## config.mk

```make
export PLATFORM = sky130hd
export DESIGN_NAME = rc_stick_arming_fsm_core
export DESIGN_NICKNAME = d
export VERILOG_FILES = /design/src/design/rsa_pkg.sv /design/src/design/rsa_classify.sv /design/src/design/rsa_arm.sv /design/src/design/rc_stick_arming_fsm_core.sv
export SDC_FILE = /design/constraint.sdc
export NUM_CORES = 1
export LEC_CHECK = 0
export BUFFER_PORTS_ARGS = -buffer_cell sky130_fd_sc_hd__buf_2
export CAP_MARGIN = 20
export CORE_MARGIN = 2
export CORE_UTILIZATION = 45
export CTS_CLUSTER_SIZE = 24
export DETAILED_ROUTE_END_ITERATION = 7
export PLACE_DENSITY_LB_ADDON = 0.05
export RECOVER_POWER = 25
export SYNTH_ARGS = -nofsm -noshare
export SYNTH_HDL_FRONTEND = slang
export SYNTH_SLANG_ARGS = --single-unit
```

## constraint.sdc

```tcl
create_clock -name clk -period 7.09 [get_ports clk]
set_clock_uncertainty 0.15 [all_clocks]
set_input_delay 1.418 -clock clk [delete_from_list [all_inputs] [get_ports clk]]
set_output_delay 1.418 -clock clk [all_outputs]
set_load 0.02 [all_outputs]
```

## src/design/rsa_pkg.sv

```systemverilog
// Package: shared types, codes and constants for the stick arming block.
`timescale 1ns / 1ps
`default_nettype none

package rsa_pkg;

  // Pulse window in microseconds and the derived stick range in thousandths
  localparam int unsigned PulseW   = 12;
  localparam int unsigned StickW   = 10;
  localparam int unsigned CountW   = 16;
  localparam int unsigned CfgDataW = 16;
  localparam int unsigned CfgIdxW  = 3;

  localparam logic [PulseW-1:0] PULSE_MIN = 12'd1000;
  localparam logic [PulseW-1:0] PULSE_MAX = 12'd2000;
  localparam logic [CountW-1:0] CNT_MAX   = '1;

  // Register indexes on the configuration port
  localparam logic [CfgIdxW-1:0] REG_LOST_TIMEOUT = 3'd0;
  localparam logic [CfgIdxW-1:0] REG_STICK_LOW    = 3'd1;
  localparam logic [CfgIdxW-1:0] REG_STICK_HIGH   = 3'd2;
  localparam logic [CfgIdxW-1:0] REG_CENTRE_LOW   = 3'd3;
  localparam logic [CfgIdxW-1:0] REG_CENTRE_HIGH  = 3'd4;

  // Register reset values
  localparam logic [CountW-1:0] RST_LOST_TIMEOUT = 16'd300;
  localparam logic [StickW-1:0] RST_STICK_LOW    = 10'd100;
  localparam logic [StickW-1:0] RST_STICK_HIGH   = 10'd900;
  localparam logic [StickW-1:0] RST_CENTRE_LOW   = 10'd400;
  localparam logic [StickW-1:0] RST_CENTRE_HIGH  = 10'd600;

  // Stick classes as reported on stick_class
  typedef enum logic [1:0] {
    CLS_LOCK   = 2'd0,
    CLS_UNLOCK = 2'd1,
    CLS_CENTRE = 2'd2,
    CLS_NORMAL = 2'd3
  } stick_class_t;

  // Arming state codes as reported on arm_state
  localparam logic [1:0] ARM_LOCKED      = 2'd0;
  localparam logic [1:0] ARM_LOCK_PEND   = 2'd1;
  localparam logic [1:0] ARM_UNLOCKED    = 2'd2;
  localparam logic [1:0] ARM_UNLOCK_PEND = 2'd3;

  // Arming machine, one-hot
  typedef enum logic [3:0] {
    ST_LOCKED      = 4'b0001,
    ST_LOCK_PEND   = 4'b0010,
    ST_UNLOCKED    = 4'b0100,
    ST_UNLOCK_PEND = 4'b1000
  } arm_mode_t;

  // Stick thresholds from the configuration registers
  typedef struct packed {
    logic [StickW-1:0] stick_low;
    logic [StickW-1:0] stick_high;
    logic [StickW-1:0] centre_low;
    logic [StickW-1:0] centre_high;
  } thresh_t;

  // One result word
  typedef struct packed {
    logic [1:0]   arm_state;
    logic         lock_cmd;
    logic         unlock_cmd;
    logic         link_up;
    stick_class_t stick_class;
  } result_t;

  // Map a one-hot machine state to its reported code
  function automatic logic [1:0] mode_code(arm_mode_t m);
    logic [1:0] code;
    unique case (m)
      ST_LOCKED:      code = ARM_LOCKED;
      ST_LOCK_PEND:   code = ARM_LOCK_PEND;
      ST_UNLOCKED:    code = ARM_UNLOCKED;
      ST_UNLOCK_PEND: code = ARM_UNLOCK_PEND;
      default:        code = ARM_LOCKED;
    endcase
    return code;
  endfunction

endpackage

`default_nettype wire

```

## src/design/rsa_classify.sv

```systemverilog
// Stick normalizer and classifier: clamp pulses, scale to thousandths, pick a class.
`timescale 1ns / 1ps
`default_nettype none

module rsa_classify (
  input  wire logic [rsa_pkg::PulseW-1:0] throttle_us,
  input  wire logic [rsa_pkg::PulseW-1:0] pitch_us,
  input  wire logic [rsa_pkg::PulseW-1:0] roll_us,
  input  wire rsa_pkg::thresh_t           thresh,
  output rsa_pkg::stick_class_t           cls
);

  // Clamp to the pulse window and remove the offset
  function automatic logic [rsa_pkg::StickW-1:0] norm(logic [rsa_pkg::PulseW-1:0] raw);
    logic [rsa_pkg::PulseW-1:0] v;
    logic [rsa_pkg::PulseW-1:0] d;
    v = raw;
    if (v > rsa_pkg::PULSE_MAX) v = rsa_pkg::PULSE_MAX;
    if (v < rsa_pkg::PULSE_MIN) v = rsa_pkg::PULSE_MIN;
    d = v - rsa_pkg::PULSE_MIN;
    return d[rsa_pkg::StickW-1:0];
  endfunction

  logic [rsa_pkg::StickW-1:0] thr;
  logic [rsa_pkg::StickW-1:0] pit;
  logic [rsa_pkg::StickW-1:0] rol;
  logic                       thr_low;
  logic                       pit_low;
  logic                       pit_high;
  logic                       pit_mid;
  logic                       rol_mid;

  assign thr = norm(throttle_us);
  assign pit = norm(pitch_us);
  assign rol = norm(roll_us);

  // Strict compares against the thresholds
  assign thr_low  = thr < thresh.stick_low;
  assign pit_low  = pit < thresh.stick_low;
  assign pit_high = pit > thresh.stick_high;
  assign pit_mid  = (pit > thresh.centre_low) && (pit < thresh.centre_high);
  assign rol_mid  = (rol > thresh.centre_low) && (rol < thresh.centre_high);

  // First matching rule wins
  always_comb begin
    priority if (thr_low && pit_low) begin
      cls = rsa_pkg::CLS_LOCK;
    end else if (thr_low && pit_high) begin
      cls = rsa_pkg::CLS_UNLOCK;
    end else if (thr_low && rol_mid && pit_mid) begin
      cls = rsa_pkg::CLS_CENTRE;
    end else begin
      cls = rsa_pkg::CLS_NORMAL;
    end
  end

endmodule

`default_nettype wire

```

## src/design/rsa_arm.sv

```systemverilog
// Arming machine, frame watchdog counter and last class, with the result they produce.
`timescale 1ns / 1ps
`default_nettype none

module rsa_arm (
  input  wire logic                       clk,
  input  wire logic                       rst,
  input  wire logic                       step,
  input  wire logic                       func,
  input  wire rsa_pkg::stick_class_t      cls,
  input  wire logic [rsa_pkg::CountW-1:0] lost_timeout_ms,
  output rsa_pkg::result_t                result
);

  rsa_pkg::arm_mode_t         mode;
  rsa_pkg::arm_mode_t         mode_next;
  logic [rsa_pkg::CountW-1:0] ms_since_frame;
  logic [rsa_pkg::CountW-1:0] ms_since_frame_next;
  rsa_pkg::stick_class_t      last_class;
  rsa_pkg::stick_class_t      last_class_next;
  logic                       lock_cmd;
  logic                       unlock_cmd;

  // Advance the machine on a frame; a tick only ages the counter
  always_comb begin
    mode_next           = mode;
    ms_since_frame_next = ms_since_frame;
    last_class_next     = last_class;
    lock_cmd            = 1'b0;
    unlock_cmd          = 1'b0;
    if (!func) begin
      last_class_next     = cls;
      ms_since_frame_next = '0;
      unique case (mode)
        rsa_pkg::ST_LOCKED: begin
          if (cls == rsa_pkg::CLS_UNLOCK) mode_next = rsa_pkg::ST_UNLOCK_PEND;
        end
        rsa_pkg::ST_LOCK_PEND: begin
          if (cls == rsa_pkg::CLS_CENTRE) begin
            mode_next = rsa_pkg::ST_LOCKED;
            lock_cmd  = 1'b1;
          end
        end
        rsa_pkg::ST_UNLOCKED: begin
          if (cls == rsa_pkg::CLS_LOCK) mode_next = rsa_pkg::ST_LOCK_PEND;
        end
        rsa_pkg::ST_UNLOCK_PEND: begin
          if (cls == rsa_pkg::CLS_CENTRE) begin
            mode_next  = rsa_pkg::ST_UNLOCKED;
            unlock_cmd = 1'b1;
          end
        end
        default: mode_next = rsa_pkg::ST_LOCKED;
      endcase
    end else if (ms_since_frame != rsa_pkg::CNT_MAX) begin
      ms_since_frame_next = ms_since_frame + 1'b1;
    end
  end

  // Drive the result word from the post-item state
  always_comb begin
    result.arm_state   = rsa_pkg::mode_code(mode_next);
    result.lock_cmd    = lock_cmd;
    result.unlock_cmd  = unlock_cmd;
    result.link_up     = ms_since_frame_next <= lost_timeout_ms;
    result.stick_class = last_class_next;
  end

  // Hold state between items
  always_ff @(posedge clk) begin
    if (rst) begin
      mode           <= rsa_pkg::ST_LOCKED;
      ms_since_frame <= '0;
      last_class     <= rsa_pkg::CLS_NORMAL;
    end else if (step) begin
      mode           <= mode_next;
      ms_since_frame <= ms_since_frame_next;
      last_class     <= last_class_next;
    end
  end

endmodule

`default_nettype wire

```

## src/design/rc_stick_arming_fsm_core.sv

```systemverilog
// Top level of the RC stick arming block: input register, config registers, result register.
//
//  channel  | handshake                 | payload
//  ---------+---------------------------+--------------------------------------------------
//  in       | in_valid / in_stall       | func, throttle_us, pitch_us, roll_us
//  out      | out_valid / out_stall     | arm_state, lock_cmd, unlock_cmd, link_up,
//           |                           | stick_class
//  cfg      | cfg_we, cfg_index         | cfg_data
//
//  One word per cycle sustained while out_stall is low; each accepted word goes through the
//  input register, then classify and state update into the result register.
//  Reset clears the arming machine to locked, the frame counter to zero, the last class
//  to normal, and loads the timeout and threshold registers with their defaults.
//  A stalled result holds in the output register while one more word waits in the input
//  register; in_stall rises only when both are full and out_stall is high.
`timescale 1ns / 1ps
`default_nettype none

module rc_stick_arming_fsm_core (
  input  wire logic                         clk,
  input  wire logic                         rst,
  input  wire logic                         in_valid,
  output logic                              in_stall,
  input  wire logic                         func,
  input  wire logic [rsa_pkg::PulseW-1:0]   throttle_us,
  input  wire logic [rsa_pkg::PulseW-1:0]   pitch_us,
  input  wire logic [rsa_pkg::PulseW-1:0]   roll_us,
  output logic                              out_valid,
  input  wire logic                         out_stall,
  output logic [1:0]                        arm_state,
  output logic                              lock_cmd,
  output logic                              unlock_cmd,
  output logic                              link_up,
  output logic [1:0]                        stick_class,
  input  wire logic                         cfg_we,
  input  wire logic [rsa_pkg::CfgIdxW-1:0]  cfg_index,
  input  wire logic [rsa_pkg::CfgDataW-1:0] cfg_data
);

  logic [rsa_pkg::CountW-1:0] lost_timeout_ms;
  rsa_pkg::thresh_t           thresh;

  logic                       s1_valid;
  logic                       s1_func;
  logic [rsa_pkg::PulseW-1:0] s1_throttle;
  logic [rsa_pkg::PulseW-1:0] s1_pitch;
  logic [rsa_pkg::PulseW-1:0] s1_roll;
  logic                       s1_fire;
  logic                       in_take;

  rsa_pkg::stick_class_t      cls;
  rsa_pkg::result_t           result;

  // Configuration registers; unknown indexes drop the write
  always_ff @(posedge clk) begin
    if (rst) begin
      lost_timeout_ms    <= rsa_pkg::RST_LOST_TIMEOUT;
      thresh.stick_low   <= rsa_pkg::RST_STICK_LOW;
      thresh.stick_high  <= rsa_pkg::RST_STICK_HIGH;
      thresh.centre_low  <= rsa_pkg::RST_CENTRE_LOW;
      thresh.centre_high <= rsa_pkg::RST_CENTRE_HIGH;
    end else if (cfg_we) begin
      unique case (cfg_index)
        rsa_pkg::REG_LOST_TIMEOUT: lost_timeout_ms    <= cfg_data;
        rsa_pkg::REG_STICK_LOW:    thresh.stick_low   <= cfg_data[rsa_pkg::StickW-1:0];
        rsa_pkg::REG_STICK_HIGH:   thresh.stick_high  <= cfg_data[rsa_pkg::StickW-1:0];
        rsa_pkg::REG_CENTRE_LOW:   thresh.centre_low  <= cfg_data[rsa_pkg::StickW-1:0];
        rsa_pkg::REG_CENTRE_HIGH:  thresh.centre_high <= cfg_data[rsa_pkg::StickW-1:0];
        default: ;
      endcase
    end
  end

  // Handshake: stage 1 advances whenever the result register is free or being taken
  assign s1_fire  = s1_valid && (!out_valid || !out_stall);
  assign in_stall = s1_valid && out_valid && out_stall;
  assign in_take  = in_valid && !in_stall;

  // Input register
  always_ff @(posedge clk) begin
    if (rst) begin
      s1_valid <= 1'b0;
    end else if (in_take) begin
      s1_valid <= 1'b1;
    end else if (s1_fire) begin
      s1_valid <= 1'b0;
    end
  end

  always_ff @(posedge clk) begin
    if (in_take) begin
      s1_func     <= func;
      s1_throttle <= throttle_us;
      s1_pitch    <= pitch_us;
      s1_roll     <= roll_us;
    end
  end

  rsa_classify u_classify (
    .throttle_us (s1_throttle),
    .pitch_us    (s1_pitch),
    .roll_us     (s1_roll),
    .thresh      (thresh),
    .cls         (cls)
  );

  rsa_arm u_arm (
    .clk             (clk),
    .rst             (rst),
    .step            (s1_fire),
    .func            (s1_func),
    .cls             (cls),
    .lost_timeout_ms (lost_timeout_ms),
    .result          (result)
  );

  // Result register: load on advance, drop once taken
  always_ff @(posedge clk) begin
    if (rst) begin
      out_valid <= 1'b0;
    end else if (s1_fire) begin
      out_valid <= 1'b1;
    end else if (!out_stall) begin
      out_valid <= 1'b0;
    end
  end

  always_ff @(posedge clk) begin
    if (s1_fire) begin
      arm_state   <= result.arm_state;
      lock_cmd    <= result.lock_cmd;
      unlock_cmd  <= result.unlock_cmd;
      link_up     <= result.link_up;
      stick_class <= result.stick_class;
    end
  end

endmodule

`default_nettype wire

```

==> Yosys cells after proc, flatten, opt, wreduce, memory -nomap -nowiden <==
Cells that the tools add are included.
{ "classes": {"n_eq_ne": 15, "bitwise": 2, "n_mux": 24, "n_reduce_logical": 24, "n_addsub": 4, "order_cmp": 14} }
{ "ops": {"columns": ["cell", "count"], "rows": [
  ["10-bit less-than comparator", 4],
  ["12-bit by 11-bit > comparator with 1-bit output, second input constant", 3],
  ["12-bit by 10-bit less-than comparator with 1-bit output, second input constant", 3],
  ["12-bit 2-to-1 mux", 3],
  ["16-bit 2-to-1 mux", 2],
  ["10-bit > comparator", 3],
  ["10-bit 2-to-1 mux", 3],
  ["10-bit subtractor, second input constant", 3],
  ["4-bit 2-to-1 mux", 5],
  ["16-bit by 1-bit adder with 16-bit output, second input constant", 1],
  ["16-bit <= comparator", 1],
  ["16-bit != test, second input constant", 1],
  ["4-bit case mux with 4 select lines", 1],
  ["1-bit logical AND", 10],
  ["2-bit AND reduction", 5],
  ["4-bit by 2-bit == test with 1-bit output, second input constant", 2],
  ["4-bit by 3-bit == test with 1-bit output, second input constant", 2],
  ["4-bit == test, second input constant", 2],
  ["3-bit by 2-bit == test with 1-bit output, second input constant", 2],
  ["1-bit 2-to-1 mux", 6],
  ["2-bit 2-to-1 mux", 3],
  ["2-bit case mux with 3 select lines", 1],
  ["4-bit by 1-bit == test with 1-bit output, second input constant", 1],
  ["2-bit OR reduction", 2],
  ["11 further kinds", 14]
]} }
{ "word_totals": {"out_inout_bits": 9, "inputBits": 61, "regBits": 124} }

==> Depth between registers and ports, before layout <==
{ "logic_depth": {"ltp_word": 18, "ltp_mapped": 20, "ltp_nobuf": 20} }

==> Cells and area by module <==
A second synthesis with hierarchy kept.
{ "unflattened": {"hier_cells": 894, "area_unflattened_um2": 8150.3} }
{ "modules_own_cells": {"columns": ["module", "instances", "cells_per_inst", "area_each_um2", "seq_area_each_um2"], "rows": [
  ["rc_stick_arming_fsm_core", 1, 270, 3677.3, 2482.4],
  ["rsa_classify", 1, 360, 2501.1, 0.0],
  ["rsa_arm", 1, 264, 1971.9, 440.4]
]} }

==> Least setup slack after synthesis <==
No wires, ideal clock.
{ "synth_path": {"path_kind": "register -> register", "start": "reg s1_pitch[5] in the netlist's numbering", "end": "reg arm_state[1] (data pin)", "stages_incl_launch_ff": 20, "required_ns": 6.682, "setup_slack_ns": 2.451, "setup_time_ns": 0.258, "arrival_time_ns": 4.231, "period_less_slack_ns": 4.639, "cell_sequence": "edfxtp_1 buf_2 o21ai_0 o21ai_0 a221o_1 ha_1 a211oi_1 mux2i_1 nor2_1 a21oi_1 ha_1 nand4_1 nor3_1 nor4_1 o211ai_1 a2111oi_4 a31oi_1 a211oi_2 xor2_1 nor3b_2"} }
{ "synth_lines": {"columns": ["element", "line", "source"], "rows": [
  ["start, declared", "rc_stick_arming_fsm_core.sv:46", "logic [rsa_pkg::PulseW-1:0] s1_pitch;"],
  ["start signal, assigned", "rc_stick_arming_fsm_core.sv:94", "s1_pitch <= pitch_us;"],
  ["end signal, assigned", "rc_stick_arming_fsm_core.sv:130", "arm_state <= result.arm_state;"],
  ["end, declared", "rc_stick_arming_fsm_core.sv:30", "output logic [1:0] arm_state,"]
]} }

==> run metrics <==
FFs w/ async S/R, synth=0; DP HPWL=15.1 mm; # setup viols final=0; Initial Util=0.460; Syn Inst Count=894; io pins=70; first-pass GRT wire length=33.3 mm; status=complete, but fails checks; die height=134 µm; number of cell rows=47; Clock Sink Count=124; CP max FO=8; drt pass-1 iters=4; Final period util=0.762; Worst Slack Setup Final=1.69 ns; vias in the first global route=6336; Avg WL per Cell=17.4 µm; number of DRC markers in iteration 0=428; final hold vios=0; Syn Area/Cell=8.50 µm²; clk root buf=clkbuf_16; Slew headroom=-1.36; initial antenna violation count=0; Net count, final=1101; die outline area=0.0179 mm²; Worst Path Arrival=5.42 ns; Post-DP Area=0.00813 mm²; filler instances=1557; reg2reg start=s1_pitch[5]; Via density=5.56; Critical Path RT=7.11 ns; Tmin final=5.40 ns; Post-Route WL=20.7 mm; layout cell share with drive strength beyond 1=0.126; area of the multi-input gates=0.00429 mm²; Pleak=0.00356 µW; Pwr per Cell Area=224 mW/mm²; area leader, netlist=dfxtp_1; TNS Setup=0 ns; dpl ws=1.73 ns; Min-Delay Path Class=flip-flop to flip-flop; post-route ant nets=0; Pins Over Slew Limit=82; post-synthesis sequential area ratio=0.385; #FFs+latches synth=124; crit end category=flip-flop; Post-synth EDFFs=44; Final Wtd Congestion=0.870; routed vias=6601; Synth warnings=0; hold_buf cts=0; Area Overhead vs Synth=15.0%; # Max-Cap Violations=1; grt ovf=0; maximum VDD drop=176 µV; Worst-Skew Late Latency=0.43 ns; post-CTS setup repair buffer count=0; slowest stage delay, CP=0.51 ns; Reg clk slew, reported paths=0.06 ns; Synth top area share=0.211; worst-case clock buffer depth=2; largest net degree at the start of global routing=82; post-synthesis cell type count=65; failing checks=capacitance limit, slew limit; Antenna Cells=0; Post-synth top flop=dfxtp_1; CP max stage cell=a2111oi_4; cell area after layout=0.00874 mm²; core area=0.0165 mm²; worst min-delay path startpoint=lost_timeout_ms[10]; Setup CP Type=flip-flop to flip-flop; fmax=0.185 GHz; Die Wd=134 µm; Sequential cell area=0.00292 mm²; Tot GR Track Use=0.239; Net Count, Synth=1041; worst-path cell chain=o21ai_0 > o21ai_0 > a221o_1 > ha_1 > a211oi_1 > mux2i_1 > nor2_1 > a21oi_1 > ha_1 > nand4_1 > o22ai_1 > nor4_1 > o211ai_1 > a2111oi_4 > a31oi_1 > a211oi_2 > xor2_1 > nor3b_2; Area contributors post-synth=dfxtp_1 (21%), edfxtp_1 (17%), ha_1 (14%); Cell Area, Synth=0.00760 mm²; RSZ-0062 raised after global routing=false; Num CTS Buffers=17; crit start category=flip-flop; clock tree from TritonCTS=yes; CP startpoint=s1_pitch[5]; pin slew with the least headroom to its limit=3.55 ns; H-tree depth=4; # DRC=0; IO Port Bufs=69; Resized Gates After CTS=0
-- final timing paths --
kind                                            end  slack [ns]  cells past startpoint
worst max-delay path                   arm_state[1]        1.69                     18
worst min-delay path            lost_timeout_ms[10]        0.30                      2
worst max register to register         arm_state[1]        1.69                     18
worst min register to register  lost_timeout_ms[10]        0.30                      2
-- layout make-up --
class | count | area share
repair buffers | 73 | 0.0424
flip-flops and latches | 124 | 0.335
clock buffers | 17 | 0.0487
inverters | 71 | 0.0305
clock inverters | 15 | 0.0211
multi-input cells | 667 | 0.491
well taps | 220 | 0.0315
-- metal layers --
metal | global-route usage | vias up | part of all wire | wire [µm]
met5 | 0 | - | 0 | 0
met4 | 0.0691 | 0 | 0.016 | 335
met3 | 0.0442 | 23 | 0.043 | 885
met2 | 0.354 | 160 | 0.44 | 9020
met1 | 0.354 | 3120 | 0.51 | 10500
li1 | - | 3298 | - | -
-- worst max-delay path, delay by kind of cell, from the launching register on --
kind,cells,cell delay [ns]
AOI/OAI and AO/OA,10,3.01
xor gates and xnor gates,1,0.21
adders and majority gates,2,0.59
DFF,1,0.48
muxes,1,0.24
and+or+nand+nor,4,0.48
-- where the power goes --
part | leakage (µW) | switching, µW | internal [µW]
registers | 0.00107 | 21.0 | 764
clock network | 0.000295 | 355 | 559
logic | 0.00219 | 162 | 100
-- stage by stage --
stage	total power (µW)	util	std cells	hold slack [ns]
floorplan	972	-	894	0.286
finish	1960	0.529	1187	0.305
global placement	1050	0.492	1155	0.294
detailed placement	1060	0.492	1155	0.298
CTS	1970	0.529	1187	0.306
global route	2050	0.529	1187	0.322
-- cell usage after synthesis, types with 4 or more instances --
cell      instances
nand2_1         160
ha_1             86
nor2b_1           9
clkbuf_1         29
dfxtp_1          80
nor4_1            8
nor3_1           24
a21oi_1          94
o21bai_1          7
nand2b_1          6
edfxtp_1         44
a211oi_1         11
mux2i_1           4
nor2_1           58
and4_1            4
o21a_1            5
a21o_1            8
xor2_1           11
and3_1            6
nand3b_1         15
a211o_1          10
o21ai_0          30
and2_1            6
nand4_1          22
inv_1            71
xnor2_1           9
nand3_1          16
a31oi_1           7
-- layout by cell type (no fill, tap or decap), types with 15 or more instances in the layout --
| master | n |
|---|---|
| o21ai_0 | 30 |
| edfxtp_1 | 44 |
| inv_1 | 71 |
| nor2_1 | 58 |
| buf_2 | 68 |
| nand2_1 | 160 |
| nor3_1 | 24 |
| nand3_1 | 16 |
| ha_1 | 86 |
| nand4_1 | 22 |
| a21oi_1 | 94 |
| nand3b_1 | 15 |
| dfxtp_1 | 80 |
| clkbuf_16 | 17 |
-- state kept, by name, indices dropped and copies added (netlist names), 4 cells and up --
register	count
thresh	40
lost_timeout_ms	16
u_arm.ms_since_frame	16
s1_pitch	12
s1_roll	12
s1_throttle	12
u_arm.mode	4
-- cell families (layout without fill, tap and decap cells) --
family,after synthesis,after routing,synth area share
flip-flops,124,124,0.385
AO/OA/AOI/OAI,206,206,0.174
multiplexers,5,5,0.00675
XOR/XNOR,20,20,0.0231
AND/OR/NAND/NOR,350,350,0.219
buffers and inverters,103,176,0.0514
adder cells (fa/ha/maj),86,86,0.142
No activity file was read; power rests on OpenSTA's default activity.
